## config.mk

```make
export PLATFORM = sky130hd
export DESIGN_NAME = touch_frame_to_key_beam_map_core
export DESIGN_NICKNAME = d
export VERILOG_FILES = /design/src/tfkbm_pkg.sv /design/src/touch_frame_to_key_beam_map_core.sv /design/src/tfkbm_queue.sv /design/src/tfkbm_divider.sv /design/src/tfkbm_back.sv
export SDC_FILE = /design/constraint.sdc
export NUM_CORES = 1
export LEC_CHECK = 0
export ABC_CLOCK_PERIOD_IN_PS = 6700
export BUFFER_PORTS_ARGS = -buffer_cell sky130_fd_sc_hd__buf_2
export CAP_MARGIN = 20
export CORE_MARGIN = 3
export CORE_UTILIZATION = 62
export CTS_CLUSTER_SIZE = 28
export DETAILED_ROUTE_END_ITERATION = 16
export GPL_TIMING_DRIVEN = 0
export PLACE_DENSITY = 0.8
export SLEW_MARGIN = 20
export SYNTH_ARGS = -nofsm -noshare
export SYNTH_HDL_FRONTEND = slang
export SYNTH_SLANG_ARGS = --single-unit
```

## constraint.sdc

```tcl
create_clock -name clock -period 6.7 [get_ports clock]
set_clock_uncertainty 0.2 [all_clocks]
set_input_delay 1.34 -clock clock [delete_from_list [all_inputs] [get_ports clock]]
set_output_delay 1.34 -clock clock [all_outputs]
set_load 0.01 [all_outputs]
```

## src/tfkbm_pkg.sv

```systemverilog
// Package with shared types and constants of the touch frame to key and beam map.
`default_nettype none
package tfkbm_pkg;
   localparam int TravelWidth = 18;

   typedef struct packed {
      logic [31:0]        touch_id;
      logic signed [15:0] touch_x;
      logic signed [15:0] touch_y;
      logic               is_down;
      logic               is_up;
      logic               last_in_frame;
   } point_type;

   typedef struct packed {
      logic        hand_tracker_mode;
      logic        keep_keys_on_lift;
      logic [15:0] lift_threshold;
      logic [15:0] beam_step;
      logic signed [15:0] keys_start_x;
      logic [9:0]  key_width;
   } cfg_type;

   typedef enum logic [2:0] {
      CSR_HAND  = 3'd0,
      CSR_KEEP  = 3'd1,
      CSR_LIFT  = 3'd2,
      CSR_STEP  = 3'd3,
      CSR_START = 3'd4,
      CSR_KEYW  = 3'd5
   } csr_index_type;
endpackage
`default_nettype wire

```

## src/touch_frame_to_key_beam_map_core.sv

```systemverilog
// Top level of the touch frame to key and beam map.
// Channel | Dir | Fields
// req     | in  | tdata: touch_id[31:0] touch_x[47:32] touch_y[63:48] is_down is_up; tlast
// rsp     | out | tdata: key_map[31:0] beam_map[37:32] table_full[38]
// csr     | in  | write enable, index, 16-bit data
// A point goes through a slot search, one slot per cycle, then two 18-step serial
// divisions in parallel; up and dropped points do not wait for the divisions.
// The queue holds two points, including the one the back part works on.
// Reset is synchronous and clears all slot valid bits and frame maps at once.
// A result waits in its register; the back part stalls until it is taken.
`default_nettype none
module touch_frame_to_key_beam_map_core #(
   parameter int MAX_TOUCHES = 10,
   parameter int KEY_COUNT   = 32
) (
   input  wire         clock,
   input  wire         reset,
   input  wire         req_tvalid,
   output logic        req_tready,
   input  wire [71:0]  req_tdata, // touch_id, touch_x, touch_y, is_down, is_up
   input  wire         req_tlast,
   output logic        rsp_tvalid,
   input  wire         rsp_tready,
   output logic [39:0] rsp_tdata, // key_map, beam_map, table_full
   input  wire         csr_we,
   input  wire [2:0]   csr_index,
   input  wire [15:0]  csr_wdata
);
   import tfkbm_pkg::*;
   cfg_type   cfg_ff;
   point_type in_pt, q_pt;
   logic      q_valid, q_ready;

   always_comb begin
      in_pt.touch_id      = req_tdata[31:0];
      in_pt.touch_x       = req_tdata[47:32];
      in_pt.touch_y       = req_tdata[63:48];
      in_pt.is_down       = req_tdata[64];
      in_pt.is_up         = req_tdata[65];
      in_pt.last_in_frame = req_tlast;
   end

   always_ff @(posedge clock) begin
      if (reset) begin
         cfg_ff <= '{1'b0, 1'b0, 16'd70, 16'd50, 16'sd318, 10'd40};
      end else if (csr_we) begin
         case (csr_index)
            CSR_HAND:  cfg_ff.hand_tracker_mode <= csr_wdata[0];
            CSR_KEEP:  cfg_ff.keep_keys_on_lift <= csr_wdata[0];
            CSR_LIFT:  cfg_ff.lift_threshold    <= csr_wdata;
            CSR_STEP:  cfg_ff.beam_step         <= csr_wdata;
            CSR_START: cfg_ff.keys_start_x      <= csr_wdata;
            CSR_KEYW:  cfg_ff.key_width         <= csr_wdata[9:0];
            default: ;
         endcase
      end
   end

   tfkbm_queue u_queue (.clock, .reset, .in_valid(req_tvalid), .in_ready(req_tready),
      .in_data(in_pt), .out_valid(q_valid), .out_ready(q_ready), .out_data(q_pt));

   tfkbm_back #(.MaxTouches(MAX_TOUCHES), .KeyCount(KEY_COUNT)) u_back (
      .clock, .reset, .cfg(cfg_ff), .pt_valid(q_valid), .pt_ready(q_ready), .pt(q_pt),
      .rsp_tvalid, .rsp_tready, .rsp_tdata);
endmodule
`default_nettype wire

```

## src/tfkbm_queue.sv

```systemverilog
// Short queue of accepted touch points between the front and back parts.
`default_nettype none
module tfkbm_queue (
   input  wire                   clock,
   input  wire                   reset,
   input  wire                   in_valid,
   output logic                  in_ready,
   input  tfkbm_pkg::point_type  in_data,
   output logic                  out_valid,
   input  wire                   out_ready,
   output tfkbm_pkg::point_type  out_data
);
   import tfkbm_pkg::*;
   point_type mem_ff [2];
   logic [1:0] count_ff, count_in;
   logic       wptr_ff, rptr_ff;
   logic       push, pop;

   assign in_ready  = (count_ff != 2'd2);
   assign out_valid = (count_ff != 2'd0);
   assign out_data  = mem_ff[rptr_ff];
   assign push = in_valid && in_ready;
   assign pop  = out_valid && out_ready;

   always_comb begin
      count_in = count_ff;
      if (push && !pop) count_in = count_ff + 2'd1;
      else if (pop && !push) count_in = count_ff - 2'd1;
   end

   always_ff @(posedge clock) begin
      if (reset) begin
         count_ff <= 2'd0;
         wptr_ff  <= 1'b0;
         rptr_ff  <= 1'b0;
      end else begin
         count_ff <= count_in;
         if (push) wptr_ff <= !wptr_ff;
         if (pop) rptr_ff <= !rptr_ff;
      end
      if (push) mem_ff[wptr_ff] <= in_data;
   end

   property p_no_overflow;
      @(posedge clock) disable iff (reset) count_ff == 2'd2 |-> !push;
   endproperty
   a_no_overflow: assert property (p_no_overflow) else $error("queue overflow");
   a_count_step: assert property (@(posedge clock) disable iff (reset)
      (push && !pop) |=> count_ff == $past(count_ff) + 2'd1)
      else $error("queue count slip");
   a_empty_no_out: assert property (@(posedge clock) disable iff (reset)
      count_ff == 2'd0 |-> !out_valid) else $error("empty queue valid");
endmodule
`default_nettype wire

```

## src/tfkbm_divider.sv

```systemverilog
// Restoring serial divider, one quotient bit per cycle.
`default_nettype none
module tfkbm_divider #(
   parameter int Width = 18
) (
   input  wire               clock,
   input  wire               reset,
   input  wire               start,
   input  wire [Width-1:0]   dividend,
   input  wire [Width-1:0]   divisor,
   output logic              done,
   output logic [Width-1:0]  quotient
);
   localparam int CountWidth = $clog2(Width + 1);
   logic [Width-1:0]      rem_ff, rem_in, quo_ff, dsr_ff;
   logic [CountWidth-1:0] cnt_ff;
   logic                  busy_ff;
   logic [Width:0]        trial;

   assign trial    = {rem_ff, quo_ff[Width-1]};
   assign quotient = quo_ff;
   assign done     = busy_ff && (cnt_ff == CountWidth'(0));
   assign rem_in   = (trial >= {1'b0, dsr_ff}) ? Width'(trial - {1'b0, dsr_ff})
                                               : trial[Width-1:0];

   always_ff @(posedge clock) begin
      if (reset) begin
         busy_ff <= 1'b0;
         cnt_ff  <= '0;
      end else if (start) begin
         busy_ff <= 1'b1;
         cnt_ff  <= CountWidth'(Width);
         rem_ff  <= '0;
         quo_ff  <= dividend;
         dsr_ff  <= divisor;
      end else if (busy_ff) begin
         if (cnt_ff == CountWidth'(0)) begin
            busy_ff <= 1'b0;
         end else begin
            cnt_ff <= cnt_ff - CountWidth'(1);
            rem_ff <= rem_in;
            quo_ff <= {quo_ff[Width-2:0], (trial >= {1'b0, dsr_ff})};
         end
      end
   end
endmodule
`default_nettype wire

```

## src/tfkbm_back.sv

```systemverilog
// Back part: slot search, travel and key/beam evaluation, frame result register.
`default_nettype none
module tfkbm_back #(
   parameter int MaxTouches = 10,
   parameter int KeyCount   = 32
) (
   input  wire                  clock,
   input  wire                  reset,
   input  tfkbm_pkg::cfg_type   cfg,
   input  wire                  pt_valid,
   output logic                 pt_ready,
   input  tfkbm_pkg::point_type pt,
   output logic                 rsp_tvalid,
   input  wire                  rsp_tready,
   output logic [39:0]          rsp_tdata
);
   import tfkbm_pkg::*;
   localparam int SlotW = $clog2(MaxTouches + 1);
   localparam int KeyW  = $clog2(KeyCount + 1);

   typedef enum logic [4:0] {
      ST_IDLE = 5'b00001, ST_SRCH = 5'b00010, ST_DIV = 5'b00100,
      ST_WAIT = 5'b01000, ST_OUT = 5'b10000
   } state_type;

   state_type state_ff;
   logic [31:0] slot_id_ff [MaxTouches];
   logic [MaxTouches-1:0] valid_ff;
   logic signed [15:0] start_y_ff [MaxTouches];
   logic [31:0] keys_ff;
   logic [5:0]  beams_ff;
   logic        drop_ff;
   logic [SlotW-1:0] idx_ff, free_ff;
   logic        free_found_ff, hit_ff;
   logic [SlotW-1:0] slot_ff;
   logic signed [17:0] off_ff;
   logic        do_beam_ff, do_key_ff;
   logic        div_start, bdone, kdone;
   logic [17:0] bquo, kquo;
   logic        bdone_ff, kdone_ff;
   logic [31:0] out_keys_ff;
   logic [5:0]  out_beams_ff;
   logic        out_drop_ff, out_valid_ff;
   logic [SlotW-1:0] idx;
   logic signed [17:0] travel_c;
   logic        past;
   logic [2:0]  bq, bsw;
   logic [KeyW-1:0] kidx;
   logic signed [17:0] trav_use;
   logic        past_use;

   assign idx = idx_ff;
   // The point stays at the queue head until its evaluation is finished.
   assign pt_ready = (state_ff == ST_OUT);
   assign rsp_tvalid = out_valid_ff;
   assign rsp_tdata = {1'b0, out_drop_ff, out_beams_ff, out_keys_ff};

   assign travel_c = 18'(start_y_ff[slot_ff]) - 18'(pt.touch_y);
   assign past = travel_c > $signed({2'b00, cfg.lift_threshold});
   assign trav_use = pt.is_down ? 18'sd0 : travel_c;
   assign past_use = pt.is_down ? (18'sd0 > $signed({2'b00, cfg.lift_threshold})) : past;

   tfkbm_divider #(.Width(18)) u_bdiv (.clock, .reset, .start(div_start),
      .dividend(trav_use), .divisor({2'b00, cfg.beam_step}), .done(bdone),
      .quotient(bquo));
   tfkbm_divider #(.Width(18)) u_kdiv (.clock, .reset, .start(div_start),
      .dividend(off_ff), .divisor({8'd0, cfg.key_width}), .done(kdone),
      .quotient(kquo));

   always_comb begin
      if (cfg.beam_step == 16'd0 || bquo > 18'd6) bq = 3'd5;
      else if (bquo == 18'd0) bq = 3'd0;
      else bq = 3'(bquo - 18'd1);
      bsw = {bq[2:1], !bq[0]};
      kidx = KeyW'(KeyCount - 1) - KeyW'(kquo);
   end

   assign div_start = (state_ff == ST_DIV);

   always_ff @(posedge clock) begin
      if (reset) begin
         state_ff <= ST_IDLE;
         valid_ff <= '0;
         keys_ff <= '0; beams_ff <= '0; drop_ff <= 1'b0;
         out_valid_ff <= 1'b0;
         for (int i = 0; i < MaxTouches; i++) start_y_ff[i] <= '0;
      end else begin
         if (out_valid_ff && rsp_tready) out_valid_ff <= 1'b0;
         case (state_ff)
            ST_IDLE: if (pt_valid && !out_valid_ff) begin
               idx_ff <= '0; hit_ff <= 1'b0; free_found_ff <= 1'b0;
               state_ff <= ST_SRCH;
            end
            ST_SRCH: begin
               // One slot per cycle; the first hit wins, else the lowest free slot.
               if (valid_ff[idx] && slot_id_ff[idx] == pt.touch_id) begin
                  hit_ff <= 1'b1; slot_ff <= idx; state_ff <= ST_DIV;
               end else begin
                  if (!valid_ff[idx] && !free_found_ff) begin
                     free_found_ff <= 1'b1; free_ff <= idx;
                  end
                  if (idx == SlotW'(MaxTouches - 1)) begin
                     state_ff <= ST_DIV;
                     slot_ff <= (!valid_ff[idx] && !free_found_ff) ? idx : free_ff;
                  end
                  idx_ff <= idx + SlotW'(1);
               end
            end
            ST_DIV: begin
               bdone_ff <= 1'b0; kdone_ff <= 1'b0;
               if (!hit_ff && !free_found_ff) begin
                  drop_ff <= 1'b1;
                  state_ff <= ST_OUT;
               end else if (pt.is_up) begin
                  valid_ff[slot_ff] <= 1'b0;
                  state_ff <= ST_OUT;
               end else begin
                  if (!hit_ff) begin
                     valid_ff[slot_ff] <= 1'b1;
                     slot_id_ff[slot_ff] <= pt.touch_id;
                  end
                  if (pt.is_down) start_y_ff[slot_ff] <= pt.touch_y;
                  state_ff <= ST_WAIT;
               end
            end
            ST_WAIT: begin
               if (bdone) bdone_ff <= 1'b1;
               if (kdone) kdone_ff <= 1'b1;
               if ((bdone || bdone_ff) && (kdone || kdone_ff)) begin
                  if (do_beam_ff) beams_ff[bsw] <= 1'b1;
                  if (do_key_ff && cfg.key_width != 10'd0 && !off_ff[17] &&
                      kquo < 18'(KeyCount) && kidx < KeyW'(32))
                     keys_ff[5'(kidx)] <= 1'b1;
                  state_ff <= ST_OUT;
               end
            end
            ST_OUT: begin
               if (pt.last_in_frame) begin
                  out_keys_ff <= keys_ff; out_beams_ff <= beams_ff;
                  out_drop_ff <= drop_ff; out_valid_ff <= 1'b1;
                  keys_ff <= '0; beams_ff <= '0; drop_ff <= 1'b0;
               end
               state_ff <= ST_IDLE;
            end
            default: state_ff <= ST_IDLE;
         endcase
      end
   end

   // The key offset is taken during the search; the point is stable then.
   always_ff @(posedge clock) begin
      if (state_ff == ST_SRCH) begin
         off_ff <= 18'(pt.touch_x) - 18'(cfg.keys_start_x);
      end
   end

   always_ff @(posedge clock) begin
      if (state_ff == ST_DIV) begin
         do_beam_ff <= !cfg.hand_tracker_mode && past_use;
         do_key_ff  <= cfg.hand_tracker_mode || !past_use || cfg.keep_keys_on_lift;
      end
   end

   a_out_hold: assert property (@(posedge clock) disable iff (reset)
      out_valid_ff && !rsp_tready |=> out_valid_ff) else $error("result lost");
   a_no_accept_busy: assert property (@(posedge clock) disable iff (reset)
      state_ff != ST_OUT |-> !pt_ready) else $error("accept while busy");
   a_onehot: assert property (@(posedge clock) disable iff (reset)
      $onehot(state_ff)) else $error("state not one-hot");
endmodule
`default_nettype wire
```

==> metrics.md <==
| Metric | Value |
|---|---|
| Post-synth top flop | edfxtp_1 |
| Yosys top cell by area | edfxtp_1 |
| Final ANT Viol Nets | 0 |
| Synthesis-stage register bit count | a little over 1k |
| Worst-Margin Slew | 1.14 ns |
| Die width | approximately 270 um |
| CP max FO | 10 |
| Pwr per Cell Area | around 300 nW/um^2 |
| Slew Limit Fails | 0 |
| Die H | 270 um |
| Average size of a mapped cell | about 14 sq um |
| Detail Placement HPWL | roughly 73000 um |
| Top cell type's share of synthesized area | between 60% and 70% |
| Final setup TNS | 0 ns |
| Hold_buf cts | 0 |
| Leading cell type in the layout, fill and taps excluded | edfxtp_1 |
| Clk slew on worst S/H paths | 0.07 ns |
| Core Rows | 96 |
| Worst path arrival time | 6.69 ns |
| Vias in the first global route | between 20k and 30k |
| Place WS | -0.776 ns |
| Area growth, synth to finish | 13.9% |
| CTS tree | done |
| Final setup viols | 0 |
| EDFF count, synth | just under 900 |
| Placeable Area | 68900 sq um |
| Initial antenna violation count | 1 |
| RePlAce Congestion | ~0.93 |
| Cell Count, Final, Fillers Out | 4276 |
| Most frequent cells in the layout | 882 x edfxtp_1, 287 x nor2_1, 230 x nand2_1 |
| Final setup margin | roughly 0.17 ns |
| Number of setup buffers added after CTS | 0 |
| Largest delay share family, worst path | compound AO/OA/AOI/OAI gates |
| Worst path bufs/invs | 3 |
| Syn nets | between 3k and 4k |
| Status | completed |
| Peak supply drop | roughly 240 uV |
| First-pass GRT wire length | about 160000 um |
| DIE AREA | around 73000 sq um |
| Leakage Power | between 15 and 20 nW |
| Max incr delay on CP | about 0.61 ns |
| Placed Cells | around 4k |
| H-tree levels | 3 |
| RSZ-0062 raised after global routing | no |
| Final Hold Fails | 0 |
| Max Buffers Root-to-Sink | 3 |
| Pin count of the biggest net entering global routing | 49 |
| # clock sinks | just over 1k |
| Fmax achieved | around 150 MHz |
| Worst-Skew Late Latency | around 0.67 ns |
| Cell area after synthesis | roughly 43000 sq um |
| Ant diodes | 0 |
| Synthesis Warnings | 0 |
| CTS buffer count | 100 |
| Final Cycle Share | a little over nine tenths |
| Count of different cell masters after synthesis | 76 |
| Starting Density | around 63% |
| Slowest cell on crit path | or4_1 |
| Final Util | a little under three quarters |
| Min Tclk post-route | about 6.5 ns |
| Dpl cell area | roughly 46000 sq um |
| Crit Path Class | flop to flop |
| Root buffer cell | clkbuf_16 |
| IO Pins | roughly 140 |
| Gate Count Post-Synth | 2996 |
| Top post-synthesis cells by area | edfxtp_1 61%, mux4_2 6.9%, dfxtp_1 6.5%, mux2i_1 3.0%, nor2_1 2.6% |
| GRT Util Overall | between 20 and 30% |
| Worst EP required | just under 7 ns |
| Routed wire length | ~110000 um |
| Tot Pwr | 15.1 mW |
| Final #Nets | ~3.4k |
| Fraction of layout cells with a size suffix above 1 | between 10% and 20% |
| CP Launch Type | flop |
| Rel. slew slack | 23.0% |
| Worst Hold Class | flop to flop |
| Residual DRC count | 0 |
| Finished Cell Area | just under 50000 sq um |
| Detailed-route via count | ~27k |
| DR WL/cell | 25.3 um |
| Vias/cell | approximately 6.4 |
| Asr flop ratio synth | 0% |
| PortBufs | around 130 |
| Critical-path cell list | clkbuf_1 > clkbuf_2 > mux4_2 > mux4_2 > inv_1 > ha_1 > fa_1 > nor2b_1 > o21ai_0 > a21oi_1 > o21a_1 > a31o_2 > a2111o_1 > a31oi_1 > xnor2_1 > ha_1 > nand4_1 > nor4_1 > or3_1 > or4_1 |
| Worst Setup End Kind | flop |
| Maximum capacitance violations | 0 |
| Register area share after synthesis | around two thirds |
| Total gr overflow | 0 |
| DR iter-0 viols | 3155 |
| Iteration count of the initial detailed-routing pass | 8 |
| Worst hold margin | between 0.2 and 0.25 ns |
cell families after synthesis:
logic type,count (synthesis),share of synthesized area (%)
flops,1022,67.6
fa+ha+maj,87,2.58
other cells,1,0.00866
simple gates,838,8.84
buf+inv,285,2.73
xor+xnor,96,1.94
mux,304,11.1
compound gates,363,5.20
final timing paths:
check | startpoint | cells past startpoint | endpoint | slack, ns
setup / recovery | flop | 20 | u_back.do_key_ff | 0.17
hold / removal | u_back.drop_ff | 0 | u_back.out_drop_ff | 0.23
setup reg to reg | flop | 20 | u_back.do_key_ff | 0.17
hold reg to reg | u_back.drop_ff | 0 | u_back.out_drop_ff | 0.23
synth_stat cells, types with 8 or more instances:
library cell and n:
mux2_2 37, a211oi_1 13, and2_1 8, buf_4 8, nand4_1 18, nor2b_1 33, edfxtp_1 882, nand3b_1 8
buf_2 17, a211o_1 14, nand2_1 230, nand2b_1 26, ha_1 83, mux2i_1 131, buf_1 16, nor3b_1 10
a31oi_1 15, dfxtp_1 140, nand3_1 50, a21oi_1 167, nor2_1 301, o21ai_0 41, a22o_1 14, a22oi_1 8
o31ai_1 9, mux4_2 132, xnor2_1 79, a21boi_0 9, nor3_1 74, clkbuf_1 99, a21o_1 23, nor4_1 20
or3_1 17, and3_1 16, xor2_1 17, inv_1 136
cell type report:
| cell class | instances | area, sq um |
|---|---|---|
| plain buffers | 145 | 703 |
| clock buffers | 126 | 2680 |
| clock inverters | 61 | 658 |
| fillers | 4313 | 19600 |
| inverters | 138 | 518 |
| multi-input cells | 1689 | 13000 |
| flip-flops and latches | 1022 | 29300 |
| well taps | 931 | 1160 |
| repair buffers | 164 | 1290 |
registers in the layout (all words and copies together), names as in the netlist, 4 cells and up, named ones only:
register,cells
u_back.u_kdiv.quotient,18
u_back.u_bdiv.rem_ff,18
u_back.state_ff,5
u_back.keys_ff,32
u_back.u_bdiv.cnt_ff,5
u_back.u_bdiv.dsr_ff,16
u_back.beams_ff,6
u_back.u_bdiv.quotient,18
u_back.slot_id_ff,320
u_back.out_beams_ff,6
u_back.idx,4
cfg_ff,60
u_back.u_kdiv.dsr_ff,10
u_queue.mem_ff,134
u_back.free_ff,4
u_back.slot_ff,4
u_back.u_kdiv.cnt_ff,5
u_back.off_ff,17
u_back.out_keys_ff,32
u_back.u_kdiv.rem_ff,18
u_back.start_y_ff,256
per-layer routing:
metal / vias up / track usage [%] / share of wire (%)
met5: - / 0 / 0
met4: 0 / 12.0 / 4.0
met3: 299 / 5.80 / 10
met2: 1737 / 49.0 / 49
met1: 13500 / 38.5 / 37
li1: 11800 / - / -
report_power, final:
part	internal (mW)	switching [mW]
Sequential	7.10	0.0686
Combinational	0.869	1.30
Clock	3.34	2.41
Total	11.3	3.77
what timing repair did:
action,4_1_cts,5_1_grt
pin swaps,0,0
resized for setup,20,15
setup endpoints to repair,2,1
No activity file was read; power rests on OpenSTA's default activity.
